<file path="src/hdl/ramn_pkg.sv">
// ----------------------------------------------------------------------------
// ramn_pkg
// Shared widths, codes and controller/datapath interface types for the
// mutual exclusion node.
// ----------------------------------------------------------------------------
`default_nettype none

package ramn_pkg;

    localparam int NODE_COUNT = 16;
    localparam int IDX_W      = $clog2(NODE_COUNT);
    localparam int CNT_W      = $clog2(NODE_COUNT);
    localparam int STAMP_W    = 48;
    localparam int PEER_W     = 5;
    localparam int OP_W       = 3;
    localparam int KIND_W     = 2;
    localparam int STATUS_W   = 2;

    localparam logic [STAMP_W-1:0] STAMP_MAX = {STAMP_W{1'b1}};

    typedef enum logic [OP_W-1:0] {
        OP_PEER_REQ    = 3'd0,
        OP_PEER_REPLY  = 3'd1,
        OP_LOCAL_REQ   = 3'd2,
        OP_RELEASE     = 3'd3,
        OP_TIMEOUT     = 3'd4,
        OP_FAIL_TOGGLE = 3'd5
    } op_t;

    typedef enum logic [KIND_W-1:0] {
        KIND_NONE    = 2'd0,
        KIND_REQUEST = 2'd1,
        KIND_REPLY   = 2'd2
    } kind_t;

    typedef enum logic [STATUS_W-1:0] {
        STATUS_IDLE    = 2'd0,
        STATUS_WAITING = 2'd1,
        STATUS_IN_CS   = 2'd2,
        STATUS_FAILED  = 2'd3
    } status_t;

    typedef struct packed {
        logic latch;
        logic eval;
        logic emit_msg;
        logic emit_none;
        logic advance;
    } ctrl_cmd_t;

    typedef struct packed {
        logic send_empty;
        logic cur_bit;
        logic rest_empty;
        logic out_free;
    } dp_status_t;

endpackage

`default_nettype wire

</file>
<file path="src/hdl/ramn_ctrl.sv">
// ----------------------------------------------------------------------------
// ramn_ctrl
// Sequencer: takes one event word, evaluates it, then walks the peer map
// and hands each result word to the output register once it is free.
// ----------------------------------------------------------------------------
`default_nettype none

module ramn_ctrl (
    input  wire                       aclk,
    input  wire                       aresetn,
    input  wire                       s_valid,
    output logic                      s_ready,
    input  wire ramn_pkg::dp_status_t dp_status,
    output ramn_pkg::ctrl_cmd_t       cmd
);

    typedef enum logic [3:0] {
        ST_IDLE = 4'b0001,
        ST_EVAL = 4'b0010,
        ST_SCAN = 4'b0100,
        ST_NONE = 4'b1000
    } state_t;

    state_t state_reg;
    state_t state_next;

    assign s_ready = aresetn && (state_reg == ST_IDLE);

    always_comb begin
        state_next = state_reg;
        cmd        = '0;
        case (state_reg)
            ST_IDLE: begin
                if (s_valid) begin
                    cmd.latch  = 1'b1;
                    state_next = ST_EVAL;
                end
            end
            ST_EVAL: begin
                cmd.eval   = 1'b1;
                state_next = ST_SCAN;
            end
            ST_SCAN: begin
                if (dp_status.send_empty) begin
                    state_next = ST_NONE;
                end else if (dp_status.cur_bit) begin
                    if (dp_status.out_free) begin
                        cmd.emit_msg = 1'b1;
                        if (dp_status.rest_empty) begin
                            state_next = ST_IDLE;
                        end else begin
                            cmd.advance = 1'b1;
                        end
                    end
                end else begin
                    cmd.advance = 1'b1;
                end
            end
            ST_NONE: begin
                if (dp_status.out_free) begin
                    cmd.emit_none = 1'b1;
                    state_next    = ST_IDLE;
                end
            end
            default: begin
                state_next = ST_IDLE;
            end
        endcase
    end

    always_ff @(posedge aclk) begin
        if (!aresetn) begin
            state_reg <= ST_IDLE;
        end else begin
            state_reg <= state_next;
        end
    end

endmodule

`default_nettype wire

</file>
<file path="src/hdl/ramn_datapath.sv">
// ----------------------------------------------------------------------------
// ramn_datapath
// Node state, Lamport clock, event evaluation, outgoing peer map and the
// result output register.
// ----------------------------------------------------------------------------
`default_nettype none

module ramn_datapath (
    input  wire                                aclk,
    input  wire                                aresetn,
    input  wire                                cfg_valid,
    output logic                               cfg_ready,
    input  wire  [ramn_pkg::PEER_W-1:0]        cfg_data,
    input  wire  [ramn_pkg::OP_W-1:0]          s_operation,
    input  wire  [ramn_pkg::PEER_W-1:0]        s_sender_peer,
    input  wire  [ramn_pkg::STAMP_W-1:0]       s_in_stamp,
    output logic                               m_valid,
    input  wire                                m_ready,
    output logic [ramn_pkg::KIND_W-1:0]        m_msg_kind,
    output logic [ramn_pkg::PEER_W-1:0]        m_dest_peer,
    output logic [ramn_pkg::STAMP_W-1:0]       m_out_stamp,
    output logic [ramn_pkg::STATUS_W-1:0]      m_node_status,
    output logic                               m_granted,
    output logic                               m_last_result,
    input  wire ramn_pkg::ctrl_cmd_t           cmd,
    output ramn_pkg::dp_status_t               dp_status
);

    localparam int N  = ramn_pkg::NODE_COUNT;
    localparam int SW = ramn_pkg::STAMP_W;
    localparam int PW = ramn_pkg::PEER_W;
    localparam int IW = ramn_pkg::IDX_W;
    localparam int CW = ramn_pkg::CNT_W;

    logic [PW-1:0]   own_id_reg;
    logic [SW-1:0]   clock_reg,     clock_next;
    logic [SW-1:0]   own_stamp_reg, own_stamp_next;
    logic [CW-1:0]   pending_reg,   pending_next;
    logic            wants_reg,     wants_next;
    logic            in_cs_reg,     in_cs_next;
    logic            failed_reg,    failed_next;
    logic [N-1:0]    deferred_reg,  deferred_next;
    logic [N-1:0]    send_map_reg,  send_map_next;
    ramn_pkg::kind_t kind_reg,      kind_next;
    logic            grant_reg,     grant_next;
    logic [IW-1:0]   idx_reg,       idx_next;

    ramn_pkg::op_t   op_reg;
    logic [PW-1:0]   snd_reg;
    logic [SW-1:0]   stamp_reg;

    logic            m_valid_reg;
    ramn_pkg::kind_t m_kind_reg;
    logic [PW-1:0]   m_dest_reg;
    logic [SW-1:0]   m_stamp_reg;
    ramn_pkg::status_t m_status_reg;
    logic            m_grant_reg;
    logic            m_last_reg;

    logic [N-1:0]    peer_hot;
    logic [N-1:0]    own_hot;
    logic [N-1:0]    sel_hot;
    logic            sender_ok;
    logic            earlier;
    logic            merge_op;
    logic [SW-1:0]   merged;
    logic [SW-1:0]   base;
    logic [SW-1:0]   ticked;
    logic            out_free;
    logic            load_out;
    ramn_pkg::status_t status_now;

    assign cfg_ready = aresetn;

    always_comb begin
        for (int j = 0; j < N; j++) begin
            peer_hot[j] = (int'(snd_reg) == j + 1);
            own_hot[j]  = (int'(own_id_reg) == j + 1);
            sel_hot[j]  = (idx_reg == IW'(j));
        end
    end

    assign sender_ok = (snd_reg != '0) && (int'(snd_reg) <= N) && (snd_reg != own_id_reg);
    assign earlier   = (own_stamp_reg < stamp_reg) ||
                       ((own_stamp_reg == stamp_reg) && (own_id_reg < snd_reg));
    assign merge_op  = (op_reg == ramn_pkg::OP_PEER_REQ) || (op_reg == ramn_pkg::OP_PEER_REPLY);
    assign merged    = (stamp_reg > clock_reg) ? stamp_reg : clock_reg;
    assign base      = merge_op ? merged : clock_reg;
    assign ticked    = (base == ramn_pkg::STAMP_MAX) ? base : base + SW'(1);

    always_comb begin
        if (failed_reg) begin
            status_now = ramn_pkg::STATUS_FAILED;
        end else if (in_cs_reg) begin
            status_now = ramn_pkg::STATUS_IN_CS;
        end else if (wants_reg) begin
            status_now = ramn_pkg::STATUS_WAITING;
        end else begin
            status_now = ramn_pkg::STATUS_IDLE;
        end
    end

    always_comb begin
        clock_next     = clock_reg;
        own_stamp_next = own_stamp_reg;
        pending_next   = pending_reg;
        wants_next     = wants_reg;
        in_cs_next     = in_cs_reg;
        failed_next    = failed_reg;
        deferred_next  = deferred_reg;
        send_map_next  = send_map_reg;
        kind_next      = kind_reg;
        grant_next     = grant_reg;
        idx_next       = idx_reg;

        if (cmd.eval) begin
            send_map_next = '0;
            kind_next     = ramn_pkg::KIND_REPLY;
            grant_next    = 1'b0;
            idx_next      = '0;
            case (op_reg)
                ramn_pkg::OP_PEER_REQ: begin
                    if (!failed_reg && sender_ok) begin
                        clock_next = ticked;
                        if (wants_reg && earlier) begin
                            deferred_next = deferred_reg | peer_hot;
                        end else begin
                            send_map_next = peer_hot;
                        end
                    end
                end
                ramn_pkg::OP_PEER_REPLY: begin
                    if (!failed_reg && sender_ok) begin
                        clock_next = ticked;
                        if (wants_reg && (pending_reg != '0)) begin
                            pending_next = pending_reg - CW'(1);
                            if (pending_reg == CW'(1)) begin
                                in_cs_next = 1'b1;
                                grant_next = 1'b1;
                            end
                        end
                    end
                end
                ramn_pkg::OP_LOCAL_REQ: begin
                    if (!failed_reg && !wants_reg && !in_cs_reg) begin
                        clock_next     = ticked;
                        own_stamp_next = ticked;
                        wants_next     = 1'b1;
                        pending_next   = CW'(N - 1);
                        send_map_next  = ~own_hot;
                        kind_next      = ramn_pkg::KIND_REQUEST;
                    end
                end
                ramn_pkg::OP_RELEASE: begin
                    if (!failed_reg && in_cs_reg) begin
                        in_cs_next    = 1'b0;
                        wants_next    = 1'b0;
                        pending_next  = '0;
                        clock_next    = ticked;
                        send_map_next = deferred_reg;
                        deferred_next = '0;
                    end
                end
                ramn_pkg::OP_TIMEOUT: begin
                    if (!failed_reg && wants_reg && !in_cs_reg) begin
                        wants_next    = 1'b0;
                        pending_next  = '0;
                        send_map_next = deferred_reg;
                        deferred_next = '0;
                    end
                end
                ramn_pkg::OP_FAIL_TOGGLE: begin
                    if (!failed_reg) begin
                        failed_next   = 1'b1;
                        pending_next  = '0;
                        wants_next    = 1'b0;
                        in_cs_next    = 1'b0;
                        send_map_next = deferred_reg;
                        deferred_next = '0;
                    end else begin
                        failed_next = 1'b0;
                    end
                end
                default: begin
                end
            endcase
        end

        if (cmd.emit_msg) begin
            send_map_next = send_map_reg & ~sel_hot;
        end
        if (cmd.advance) begin
            idx_next = idx_reg + IW'(1);
        end
    end

    assign out_free = !m_valid_reg || m_ready;
    assign load_out = cmd.emit_msg || cmd.emit_none;

    assign dp_status.send_empty = (send_map_reg == '0);
    assign dp_status.cur_bit    = |(send_map_reg & sel_hot);
    assign dp_status.rest_empty = ((send_map_reg & ~sel_hot) == '0);
    assign dp_status.out_free   = out_free;

    always_ff @(posedge aclk) begin
        if (!aresetn) begin
            own_id_reg    <= PW'(1);
            clock_reg     <= '0;
            own_stamp_reg <= '0;
            pending_reg   <= '0;
            wants_reg     <= 1'b0;
            in_cs_reg     <= 1'b0;
            failed_reg    <= 1'b0;
            deferred_reg  <= '0;
            send_map_reg  <= '0;
            kind_reg      <= ramn_pkg::KIND_NONE;
            grant_reg     <= 1'b0;
            idx_reg       <= '0;
            m_valid_reg   <= 1'b0;
        end else begin
            if (cfg_valid && (cfg_data != '0) && (int'(cfg_data) <= N)) begin
                own_id_reg <= cfg_data;
            end
            clock_reg     <= clock_next;
            own_stamp_reg <= own_stamp_next;
            pending_reg   <= pending_next;
            wants_reg     <= wants_next;
            in_cs_reg     <= in_cs_next;
            failed_reg    <= failed_next;
            deferred_reg  <= deferred_next;
            send_map_reg  <= send_map_next;
            kind_reg      <= kind_next;
            grant_reg     <= grant_next;
            idx_reg       <= idx_next;
            if (load_out) begin
                m_valid_reg <= 1'b1;
            end else if (m_ready) begin
                m_valid_reg <= 1'b0;
            end
        end
    end

    always_ff @(posedge aclk) begin
        if (cmd.latch) begin
            op_reg    <= ramn_pkg::op_t'(s_operation);
            snd_reg   <= s_sender_peer;
            stamp_reg <= s_in_stamp;
        end
        if (load_out) begin
            m_status_reg <= status_now;
            m_grant_reg  <= grant_reg;
            if (cmd.emit_msg) begin
                m_kind_reg  <= kind_reg;
                m_dest_reg  <= PW'(idx_reg) + PW'(1);
                m_stamp_reg <= clock_reg;
                m_last_reg  <= dp_status.rest_empty;
            end else begin
                m_kind_reg  <= ramn_pkg::KIND_NONE;
                m_dest_reg  <= '0;
                m_stamp_reg <= '0;
                m_last_reg  <= 1'b1;
            end
        end
    end

    assign m_valid       = m_valid_reg;
    assign m_msg_kind    = m_kind_reg;
    assign m_dest_peer   = m_dest_reg;
    assign m_out_stamp   = m_stamp_reg;
    assign m_node_status = m_status_reg;
    assign m_granted     = m_grant_reg;
    assign m_last_result = m_last_reg;

endmodule

`default_nettype wire

</file>
<file path="src/hdl/ricart_agrawala_mutex_node.sv">
// ----------------------------------------------------------------------------
// ricart_agrawala_mutex_node
// One node of distributed mutual exclusion with a saturating Lamport clock.
//
// Input channel (s_*): one event word per handshake: peer request, peer
// reply, local request, release, timeout or fail toggle, with the sender id
// and the stamp carried by the message.
// Result channel (m_*): one or more words per event, each a message to send
// (request or reply, destination, stamp) or a single empty word, with node
// status and grant flag; m_last_result marks the final word of the event.
// Config channel (cfg_*): writes own node id; ids outside 1..NODE_COUNT drop.
// Sequence: the event is latched on acceptance and evaluated in ST_EVAL;
// ST_SCAN then registers a message word for each peer in the map, lowest
// id first, or ST_NONE registers a lone empty word when the map is empty.
// Throughput: the sequencer walks the outgoing peer map one peer per cycle
// while the output register is free.
// Reset clears all node state, sets own id to 1, empties the output and
// holds both ready outputs low.
// When the receiver stalls, the walk holds at the pending peer until the
// output register frees; the next event is taken once the walk finishes.
// ----------------------------------------------------------------------------
`default_nettype none

module ricart_agrawala_mutex_node (
    input  wire                                aclk,
    input  wire                                aresetn,
    input  wire                                cfg_valid,
    output logic                               cfg_ready,
    input  wire  [ramn_pkg::PEER_W-1:0]        cfg_data,
    input  wire                                s_valid,
    output logic                               s_ready,
    input  wire  [ramn_pkg::OP_W-1:0]          s_operation,
    input  wire  [ramn_pkg::PEER_W-1:0]        s_sender_peer,
    input  wire  [ramn_pkg::STAMP_W-1:0]       s_in_stamp,
    output logic                               m_valid,
    input  wire                                m_ready,
    output logic [ramn_pkg::KIND_W-1:0]        m_msg_kind,
    output logic [ramn_pkg::PEER_W-1:0]        m_dest_peer,
    output logic [ramn_pkg::STAMP_W-1:0]       m_out_stamp,
    output logic [ramn_pkg::STATUS_W-1:0]      m_node_status,
    output logic                               m_granted,
    output logic                               m_last_result
);

    ramn_pkg::ctrl_cmd_t  cmd;
    ramn_pkg::dp_status_t dp_status;

    ramn_ctrl u_ctrl (
        .aclk      (aclk),
        .aresetn   (aresetn),
        .s_valid   (s_valid),
        .s_ready   (s_ready),
        .dp_status (dp_status),
        .cmd       (cmd)
    );

    ramn_datapath u_datapath (
        .aclk          (aclk),
        .aresetn       (aresetn),
        .cfg_valid     (cfg_valid),
        .cfg_ready     (cfg_ready),
        .cfg_data      (cfg_data),
        .s_operation   (s_operation),
        .s_sender_peer (s_sender_peer),
        .s_in_stamp    (s_in_stamp),
        .m_valid       (m_valid),
        .m_ready       (m_ready),
        .m_msg_kind    (m_msg_kind),
        .m_dest_peer   (m_dest_peer),
        .m_out_stamp   (m_out_stamp),
        .m_node_status (m_node_status),
        .m_granted     (m_granted),
        .m_last_result (m_last_result),
        .cmd           (cmd),
        .dp_status     (dp_status)
    );

endmodule

`default_nettype wire

</file>
<file path="config.mk">
export PLATFORM = sky130hd
export DESIGN_NAME = ricart_agrawala_mutex_node
export DESIGN_NICKNAME = d
export VERILOG_FILES = /design/src/hdl/ramn_pkg.sv /design/src/hdl/ramn_ctrl.sv /design/src/hdl/ramn_datapath.sv /design/src/hdl/ricart_agrawala_mutex_node.sv
export SDC_FILE = /design/constraint.sdc
export NUM_CORES = 1
export LEC_CHECK = 0
export ABC_AREA = 1
export BUFFER_PORTS_ARGS = -buffer_cell sky130_fd_sc_hd__buf_2
export CAP_MARGIN = 20
export CORE_MARGIN = 1.5
export CORE_UTILIZATION = 55
export CTS_CLUSTER_SIZE = 24
export DETAILED_ROUTE_END_ITERATION = 10
export PLACE_DENSITY = 0.74
export SLEW_MARGIN = 20
export SYNTH_ARGS = -nofsm -noshare
export SYNTH_HDL_FRONTEND = slang
export SYNTH_SLANG_ARGS = --single-unit
</file>
<file path="constraint.sdc">
create_clock -name aclk -period 11.1 [get_ports aclk]
set_input_delay 0.555 -clock aclk [delete_from_list [all_inputs] [get_ports aclk]]
set_output_delay 0.555 -clock aclk [all_outputs]
set_load 0.005 [all_outputs]
</file>
==> reports/qor.csv <==
stage,metric,value,unit
detailed_routing,vias,14400,
finish,synthToLayoutAreaGrowth,10.9,%
worst_setup_path,cp-startpoint,u_datapath.stamp_reg[39],
synthesis,synth-seq-cells,267,
finish,fin_nets,2400,
finish,drive_above_1_share,0.120,
synthesis,yosysTopAreaCell,edfxtp_1,
timing,finClkSkew,17.4,ps
synthesis,synthTopCellsByArea,"edfxtp_1, dfxtp_1, nand2_1",
floorplanning,initial_core_util,0.564,
global_route,overflow,0,
worst_setup_path,crit_path_max_incr_delay,540,ps
worst_setup_path,worst-path-max-fanout,52,
timing,max-slew-margin-rel,0.326,
synthesis,netlist_area,15800,sq um
timing,hold_viol_final,0,
power,power.leakage,7.63,nW
cts,numCtsBuffers,29,
worst_setup_path,rr_worst_depth,26,
timing,rsz0062_at_grt,false,
detailed_routing,ant_nets,0,
detailed_routing,drt-wirelength-per-cell,17.0,um
power,pwr_density_cell,138,nW/um^2
timing,max_freq,172,MHz
worst_setup_path,crit_top_cell,nand2_1,
place,routabilityCongestion,0.988,
cts,clock_path_buffers,3,
worst_setup_path,rrSetupSlack,5280,ps
synthesis,syn_nets,2295,
synthesis,synthCells,2120,
place,dp_hpwl,32300,um
cts,post_cts_buffers,0,
worst_setup_path,worstSetupEndpoint,u_datapath.clock_reg[1],
floorplanning,dieArea,29800,sq um
timing,finalSetupTns,0,ps
worst_setup_path,end_kind,register,
cts,cts_tree,done,
place,port_buffers,127,
cts,root_buffer,clkbuf_16,
synthesis,ys_types,51,
detailed_routing,drt-total-wl,44600,um
cts,clkSlewWorstSetupHoldPaths,70,ps
cts,insertion_delay,560,ps
worst_hold_path,hold_class,in -> reg,
status,outcome,finished clean,
timing,min_period,5820,ps
worst_setup_path,reg2reg_from,u_datapath.stamp_reg[39],
worst_setup_path,cp_slowest_cell,nand2_4,
global_route,grt_max_degree,72,
global_route,antenna_found_initial,0,
synthesis,seq_area_frac_synth,0.410,
floorplanning,rows,61,
flow_run,max_cap_violations,0,
cts,cts_resized,0,
global_route,grt_first_pass_wirelength,71300,um
synthesis,synth_area_per_cell,7.47,sq um
worst_setup_path,crit_type,reg -> reg,
cts,clock_sinks,267,
detailed_routing,first_pass_iters,5,
finish,antenna_cells,0,
timing,setup_violations,0,
global_route,grt_pass1_vias,14000,
global_route,gr-usage-all-layers,0.295,
floorplanning,fp.coreArea,28100,sq um
timing,final_max_slew_viol_count,0,
floorplanning,die_x,173,um
floorplanning,dieHeight,173,um
synthesis,netlist.area_leader.share,0.218,
detailed_routing,drtIter0Drc,999,
worst_setup_path,worstSetupStartpointType,register,
worst_setup_path,required,11550,ps
power,power,2.42,mW
timing,tightest_slew,1010,ps
worst_setup_path,cp.arrival,6270,ps
worst_setup_path,r2r_end,u_datapath.clock_reg[1],
finish,final_common_cell,nand2_1,
cts,h-tree-depth,1,
power,max-vdd-ir-drop,0.106,mV
detailed_routing,drc_errors,0,
timing,post-route-period-util,0.524,
synthesis,ys_warn_count,0,
finish,layout_common_cells,"nand2_1, nor2_1, inv_1",
cts,cts-hold-fix-buffers,0,
detailed_routing,via_per_inst,5.48,
floorplanning,io_pins,128,
==> through the flow <==
step / utilization / instances / setup slack [ps] / area (sq um) / hold slack [ps]
global placement: 0.592 / 2572 / 5600 / 16600 / 431
floorplan: - / 2120 / 6500 / 15800 / 409
CTS: 0.625 / 2624 / 5360 / 17600 / 158
finish: 0.625 / 2624 / 5280 / 17600 / 167
detailed placement: 0.592 / 2572 / 5400 / 16600 / 427
global route: 0.625 / 2624 / 4910 / 17600 / 159
==> worst min-delay path by stage <==
| stage | start | endpoint | cells past startpoint |
|---|---|---|---|
| after floorplan | u_datapath.grant_reg | u_datapath.m_granted | 0 |
| after global placement | u_datapath.grant_reg | u_datapath.m_granted | 0 |
| after detailed placement | u_datapath.grant_reg | u_datapath.m_granted | 0 |
| after CTS | s_sender_peer[3] | u_datapath.snd_reg[3] | 1 |
| after global routing | s_sender_peer[3] | u_datapath.snd_reg[3] | 1 |
| final | s_sender_peer[2] | u_datapath.snd_reg[2] | 1 |
==> kinds of logic (layout without fill, tap and decap cells) <==
| logic type | count (synthesis) | after routing | share of synthesized area |
|---|---|---|---|
| AND/OR/NAND/NOR | 1088 | 1088 | 0.298 |
| buffers and inverters | 358 | 484 | 0.0971 |
| AO/OA/AOI/OAI | 280 | 280 | 0.0979 |
| flip-flops | 267 | 267 | 0.410 |
| adder cells (fa/ha/maj) | 109 | 109 | 0.0862 |
| XOR/XNOR | 18 | 18 | 0.00996 |
==> where the power goes <==
part	internal, mW	switching, mW
sequential	1.07	0.0343
combinational	0.110	0.243
clock	0.566	0.392
==> synth_stat cells (all sizes together) <==
| library cell | instances |
|---|---|
| nor2 | 305 |
| or3 | 1 |
| inv | 289 |
| o21bai | 1 |
| nor3 | 21 |
| o221ai | 2 |
| nand3 | 127 |
| clkinv | 2 |
| edfxtp | 115 |
| nand4 | 49 |
| o21a | 5 |
| a221oi | 4 |
| o2111ai | 1 |
| nor3b | 1 |
| or2 | 1 |
| a21o | 3 |
| clkbuf | 35 |
| o22ai | 10 |
| buf | 32 |
| a21oi | 132 |
| xnor2 | 3 |
| nand3b | 1 |
| o21ai | 91 |
| o211ai | 17 |
| a211oi | 3 |
| o31ai | 1 |
| nor4 | 5 |
| and3 | 1 |
| a2111oi | 2 |
| dfxtp | 152 |
| xor2 | 15 |
| nand2 | 576 |
| ha | 109 |
| a31oi | 8 |
==> worst max-delay path: cells and delay by family (launching register included) <==
kind	cells	cell delay (ps)
and+or+nand+nor	17	3400
buffers and inverters	6	920
adders and majority gates	2	700
DFF	1	450
AOI/OAI and AO/OA	1	140
==> routing by layer <==
metal,vias to the layer above,wire [um],global-route usage
met4,0,1520,0.106
met1,6693,19400,0.379
met2,486,21100,0.514
met5,-,0,0
li1,7105,-,-
met3,104,2650,0.0323
==> final cells by class <==
| class | count | area [sq um] |
|---|---|---|
| well taps | 378 | 473 |
| clock buffers | 41 | 801 |
| inverters | 291 | 1090 |
| clock inverters | 11 | 123 |
| fillers | 2593 | 10500 |
| flip-flops and latches | 267 | 6500 |
| multi-input cells | 1495 | 7830 |
| repair buffers | 141 | 741 |
No activity file was read; power rests on OpenSTA's default activity.
